$ cat config.mk
export PLATFORM = sky130hd
export DESIGN_NAME = jls_ctrl
export DESIGN_NICKNAME = d
export VERILOG_FILES = /design/src/jls_pkg.sv /design/src/jls_ctrl.sv
export SDC_FILE = /design/constraint.sdc
export NUM_CORES = 1
export LEC_CHECK = 0
export BUFFER_PORTS_ARGS = -buffer_cell sky130_fd_sc_hd__buf_2
export CAP_MARGIN = 20
export CORE_MARGIN = 5
export CORE_UTILIZATION = 28
export DETAILED_ROUTE_END_ITERATION = 16
export PLACE_DENSITY = 0.52
export SLEW_MARGIN = 20
export SYNTH_ARGS = -nofsm -noshare
export SYNTH_HDL_FRONTEND = slang
export SYNTH_SLANG_ARGS = --single-unit
$ cat constraint.sdc
create_clock -name clk -period 4.2 [get_ports clk]
set_input_delay 0.63 -clock clk [delete_from_list [all_inputs] [get_ports clk]]
set_output_delay 0.63 -clock clk [all_outputs]
set_load 0.02 [all_outputs]
$ cat src/jls_pkg.sv
// shared types and constants for the jacobi solver core
package jls_pkg;

  localparam int DIM = 8;
  localparam int IW  = $clog2(DIM);
  localparam int AW  = $clog2(DIM * DIM);
  localparam int CW  = 10;
  localparam int DCW = 6;

  localparam logic [1:0] ST_CONV  = 2'd0;
  localparam logic [1:0] ST_LIMIT = 2'd1;
  localparam logic [1:0] ST_ZDIAG = 2'd2;

  localparam logic REG_TOL = 1'b0;
  localparam logic REG_LIM = 1'b1;

  typedef struct packed {
    logic          load;
    logic          init;
    logic          diag_rd;
    logic          sweep_start;
    logic          row_start;
    logic          mac_issue;
    logic          num;
    logic          div_step;
    logic          wr;
    logic          sq;
    logic          sq_last;
    logic          emit;
    logic          status_en;
    logic [1:0]    status_code;
    logic [IW-1:0] i;
    logic [IW-1:0] j;
  } jls_cmd_t;

  typedef struct packed {
    logic diag_zero;
    logic norm_gt_tol;
    logic cnt_lt_lim;
    logic mac_busy;
  } jls_stat_t;

endpackage

$ cat src/jls_ctrl.sv
// sequencer for load, diagonal check, sweeps and result output
module jls_ctrl import jls_pkg::*; (
  input  logic      clk,
  input  logic      rst,
  input  logic      start,
  input  logic      last,
  output logic      busy,
  input  jls_stat_t stat,
  output jls_cmd_t  cmd
);

  typedef enum logic [3:0] {
    S_IDLE, S_INIT, S_DRD, S_DCK, S_CHK, S_ROW, S_MAC, S_MACD,
    S_NUM, S_DIV, S_WR, S_SQ, S_EMIT
  } state_t;

  state_t        state;
  logic [IW-1:0] i;
  logic [IW-1:0] j;
  logic [DCW-1:0] dcnt;
  logic          zd;
  logic          zd_next;
  logic          i_end;
  logic          run;

  assign i_end   = (i == IW'(DIM - 1));
  assign zd_next = zd | stat.diag_zero;
  assign run     = stat.norm_gt_tol & stat.cnt_lt_lim;
  assign busy    = (state != S_IDLE);

  always_comb begin
    cmd             = '0;
    cmd.i           = i;
    cmd.j           = j;
    cmd.load        = (state == S_IDLE) && start;
    cmd.init        = (state == S_INIT);
    cmd.diag_rd     = (state == S_DRD);
    cmd.sweep_start = (state == S_CHK) && run;
    cmd.row_start   = (state == S_ROW);
    cmd.mac_issue   = (state == S_MAC);
    cmd.num         = (state == S_NUM);
    cmd.div_step    = (state == S_DIV);
    cmd.wr          = (state == S_WR);
    cmd.sq          = (state == S_SQ);
    cmd.sq_last     = (state == S_SQ) && i_end;
    cmd.emit        = (state == S_EMIT);
    if (state == S_DCK && i_end && zd_next) begin
      cmd.status_en   = 1'b1;
      cmd.status_code = ST_ZDIAG;
    end else if (state == S_CHK && !run) begin
      cmd.status_en   = 1'b1;
      cmd.status_code = stat.norm_gt_tol ? ST_LIMIT : ST_CONV;
    end
  end

  always_ff @(posedge clk) begin
    if (rst) begin
      state <= S_IDLE;
      i     <= '0;
      j     <= '0;
      dcnt  <= '0;
      zd    <= 1'b0;
    end else begin
      case (state)
        S_IDLE: begin
          if (start && last) begin
            state <= S_INIT;
          end
        end
        S_INIT: begin
          i     <= '0;
          zd    <= 1'b0;
          state <= S_DRD;
        end
        S_DRD: state <= S_DCK;
        S_DCK: begin
          zd <= zd_next;
          if (i_end) begin
            i     <= '0;
            state <= zd_next ? S_EMIT : S_CHK;
          end else begin
            i     <= i + 1'b1;
            state <= S_DRD;
          end
        end
        S_CHK: begin
          i     <= '0;
          state <= run ? S_ROW : S_EMIT;
        end
        S_ROW: begin
          j     <= '0;
          state <= S_MAC;
        end
        S_MAC: begin
          if (j == IW'(DIM - 1)) begin
            state <= S_MACD;
          end else begin
            j <= j + 1'b1;
          end
        end
        S_MACD: begin
          if (!stat.mac_busy) begin
            state <= S_NUM;
          end
        end
        S_NUM: begin
          dcnt  <= '0;
          state <= S_DIV;
        end
        S_DIV: begin
          dcnt <= dcnt + 1'b1;
          if (dcnt == '1) begin
            state <= S_WR;
          end
        end
        S_WR: state <= S_SQ;
        S_SQ: begin
          if (i_end) begin
            state <= S_CHK;
          end else begin
            i     <= i + 1'b1;
            state <= S_ROW;
          end
        end
        S_EMIT: begin
          if (i_end) begin
            i     <= '0;
            state <= S_IDLE;
          end else begin
            i <= i + 1'b1;
          end
        end
        default: state <= S_IDLE;
      endcase
    end
  end

  a_last_busy: assert property (@(posedge clk) disable iff (rst)
    (start && !busy && last) |=> busy)
    else $error("solve did not start on last beat");

  a_div_stay: assert property (@(posedge clk) disable iff (rst)
    (state == S_DIV) |=> (state == S_DIV || state == S_WR))
    else $error("divider left early");

  a_mac_seq: assert property (@(posedge clk) disable iff (rst)
    (state == S_MAC) |=> (state == S_MAC || state == S_MACD))
    else $error("row accumulate broken");

endmodule

# Yosys cells after proc, flatten, opt, wreduce, memory -nomap -nowiden
# Index checks and enable logic that the tools add are counted.
# op_classes
n_addsub	3
eq_ne	22
mux	20
bitwise_logic	2
reduce_logical	19
# ops
operator	count
$pmux W4 S13	1
$mux W4	8
$eq A4 B4 Y1 const B	5
$eq A4 B3 Y1 const B	4
$mux W3	5
$pmux W6 S2	1
$pmux W3 S3	1
$eq A4 B2 Y1 const B	2
$ne A2 B1 Y1 const B	4
$logic_and A1 B1 Y1	7
$add A3 B1 Y3 const B	2
$add A6 B1 Y6 const B	1
$eq A3 B3 Y1 const B	2
$eq A6 B6 Y1 const B	1
$ne A2 B2 Y1 const B	3
$pmux W3 S2	1
$reduce_bool A2 Y1	3
$reduce_and A5 Y1	1
$eq A4 B1 Y1 const B	1
$logic_not A4 Y1	1
$reduce_and A2 Y1	2
$reduce_bool A4 Y1	1
$reduce_or A2 Y1	2
$reduce_bool A3 Y1	1
other kinds (5)	6
# word_totals
reg_bits	17
inputBits	8
output_inout_bits	22

# Logic depth before layout (Yosys ltp)
# depth
depth_word	5
mapped_depth	6
depth_no_buf	6

# Least setup slack after synthesis
# No wires, ideal clock.
# synth_timing
path_type	reg2out
from	register i[0]
to	output cmd[8] (netlist bit)
arrival_time_ns	1.761
required_ns	3.570
slack_ns	1.809
path_stages_with_launch	6
path_buffers	0
path_cell_list	dfxtp_1 -> ha_1 -> ha_1 -> o21ai_0 -> or3_1 -> a21oi_1
# synth_rtl
element	line	source
start: declaration	jls_ctrl.sv:18	logic [IW-1:0] i;
start signal: assignment	jls_ctrl.sv:82	i <= i + 1'b1;
start signal: assignment	jls_ctrl.sv:121	i <= i + 1'b1;
start signal: assignment	jls_ctrl.sv:130	i <= i + 1'b1;
end: declaration	jls_ctrl.sv:9	output jls_cmd_t cmd

==> results.md <==
- Status: finished, final reports clean
- WL/cell: 14.5 µm
- Net Sw Frac: 0.349
- Grt ovf: 0
- Switching power: 150 µW
- Clock skew: 12.6 ps
- Fmax: 366 MHz
- Commonest non-fill, non-tap cell in the layout: buf_2
- Crit Path Category: reg2out
- Reg2reg path depth: 4
- Synth cell types: 52
- Gr busiest metal: met2
- Routed via count: 1233
- # fillers: 441
- Power Dens Cells: 306 mW/mm²
- Final Util: 0.344
- # DRC: 0
- Clock share of power: 0.300
- Reg power frac: 0.446
- Max-slew violation count: 0
- Number of H-tree levels: 1
- Syn nets: 163
- First-pass GRT wire length: 5550 µm
- Startpoint Class: flop
- Placeable core area: 0.00409 mm²
- Via/cell ratio: 5.55
- IO buf count: 29
- Share of layout cells above drive strength 1: 0.244
- Clk sinks: 17
- Seq. cell area: 340 µm²
- Mapped cell area: 0.00121 mm²
- Syn_area_per_cell: 8.06 µm²
- Final critical-path share of the clock period: 0.650
- Critical path fanouts, max: 21
- Met2 usage: 0.189
- Leakage: 0.589 nW
- Yosys reg bits: 17
- Standard-cell rows: 23
- Post-CTS resize count: 0
- Asr flop ratio synth: 0
- Setup_tns: 0 ps
- Area Growth Syn to Fin: 16.1%
- Post-CTS Setup Bufs: 0
- All-Layer GR Usage: 0.122
- Hpwl dp: 2370 µm
- Clk buf depth: 2
- Crit. End Element: output pin
- YS warnings: 0
- Die X: 75.7 µm
- Final Hold Viols: 0
- Crit path required time: 3570 ps
- Number of synthesized flops with an enable pin: 0
- DRT Pass-1 Iters: 4
- Starting DRT DRC Count: 85
- Largest net degree at the start of global routing: 25
- Period minus WS final: 2730 ps
- Clk slew on worst S/H paths: 80 ps
- I/O pins: 30
- Final ANT Viol Nets: 0
- Hold Path Cell Cnt: 2
- RSZ-0062 raised after global routing: false
- Hold slack: 476 ps
- CTS Hold Buffers Added: 0
- Post-Synthesis Cells: 150
- Maximum vdd drop: 0.121 mV
- Worst Tran Pin Value: 765 ps
- Initial antenna violation count: 0
- Clk root buf: clkbuf_8
- Comb pwr share: 0.255
- Num CTS Buffers: 3
- CTS tree: done
- ANT cells: 0
- Met3 Resource Use GR: 0.0211
- Critical Path AT: 2100 ps
- Max Cap Viol: 0
- Finish-stage setup viols: 0
- Area of the multi-input gates: 787 µm²
- Slew margin rel.: 0.490
- Starting density of the core: 0.296
- Die area: 0.00573 mm²
- Commonest cells after routing, fill and taps aside: 29 x buf_2, 17 x dfxtp_1, 14 x a21oi_1
- Sequential area share after synthesis: 0.282
- Worst-skew pair later-pin latency: 260 ps
- Pint: 280 µW
- GR Util met1: 0.175
- Fin nets: 186
- WL final: 3220 µm
- GP Congestion: 0.839
- Prevailing post-synth register cell: dfxtp_1
- Vias in the first global route: 1140
- Die Ht: 75.7 µm
- Min-Delay Path Class: reg2reg
-- per-layer routing --
| metal | vias up | wire length, µm |
|---|---|---|
| li1 | 605 | - |
| met1 | 587 | 1500 |
| met2 | 36 | 1490 |
| met3 | 5 | 195 |
| met4 | 0 | 34 |
| met5 | - | 0 |
-- cell type report --
class	instances	area share
clock buffers	3	0.0294
multi-input cells	116	0.561
flip-flops and latches	17	0.242
well taps	50	0.0446
clock inverters	1	0.00357
inverters	6	0.0160
repair buffers	29	0.103
-- Yosys cell counts, drive strengths merged, types with 2 or more instances --
cell type	number	area, µm²
ha	5	62.6
nor3	3	15.0
a311oi	2	23.8
o32ai	2	17.5
nor3b	5	42.5
and2	3	18.8
nand3b	3	22.5
o221a	2	22.5
a31oi	2	12.5
inv	6	22.5
buf	9	51.3
clkbuf	2	7.51
a21oi	15	78.8
o211ai	2	20.0
nand2	10	37.5
nor4	4	31.3
nor2b	4	25.0
o2111ai	2	17.5
dfxtp	17	340
and3	4	25.0
or3	2	12.5
nor2	13	48.8
nand3	3	15.0
a21o	2	15.0
nand2b	5	31.3
o21ai	6	30.0
-- final timing paths --
kind              startpoint  endpoint  slack (ps)
setup / recovery    state[1]    cmd[8]        1470
hold / removal          j[1]      j[1]         480
setup reg to reg    state[2]  state[0]        2260
hold reg to reg         j[1]      j[1]         480
-- critical path, stage by stage (launching register included) --
cell and delay [ps]:
dfxtp_1 780, nand2_1 310, or3_1 410, a21oi_1 140, buf_2 190
-- cells by family (layout without fill, tap and decap cells) --
kind of cell,count (synthesis),after routing,synth area share
fa+ha+maj,5,5,0.0518
buf+inv,17,39,0.0673
compound gates,45,45,0.271
mux,1,1,0.00828
flops,17,17,0.282
simple gates,65,65,0.320
-- power groups by stage --
| stage | clock network [mW] | registers (mW) | logic (mW) |
|---|---|---|---|
| floorplan | 0 | 0.174 | 0.103 |
| global placement | 0 | 0.194 | 0.109 |
| detailed placement | 0 | 0.194 | 0.109 |
| CTS | 0.131 | 0.191 | 0.110 |
| global route | 0.142 | 0.195 | 0.119 |
| finish | 0.129 | 0.191 | 0.109 |
-- sequential cells by signal (all words and copies together) (netlist names) --
name	count
j	3
state	4
i	3
dcnt	6
zd	1
-- through the flow --
step	setup WS [ps]	power (mW)	std cells	area, µm²
6_report	1470	0.430	222	1400
5_1_grt	1290	0.456	222	1400
4_1_cts	1510	0.432	222	1400
3_5_place_dp	1800	0.304	218	1360
3_3_place_gp	1850	0.303	218	1360
2_1_floorplan	1810	0.278	150	1210
Note: power is estimated with default switching activity, not from simulation.
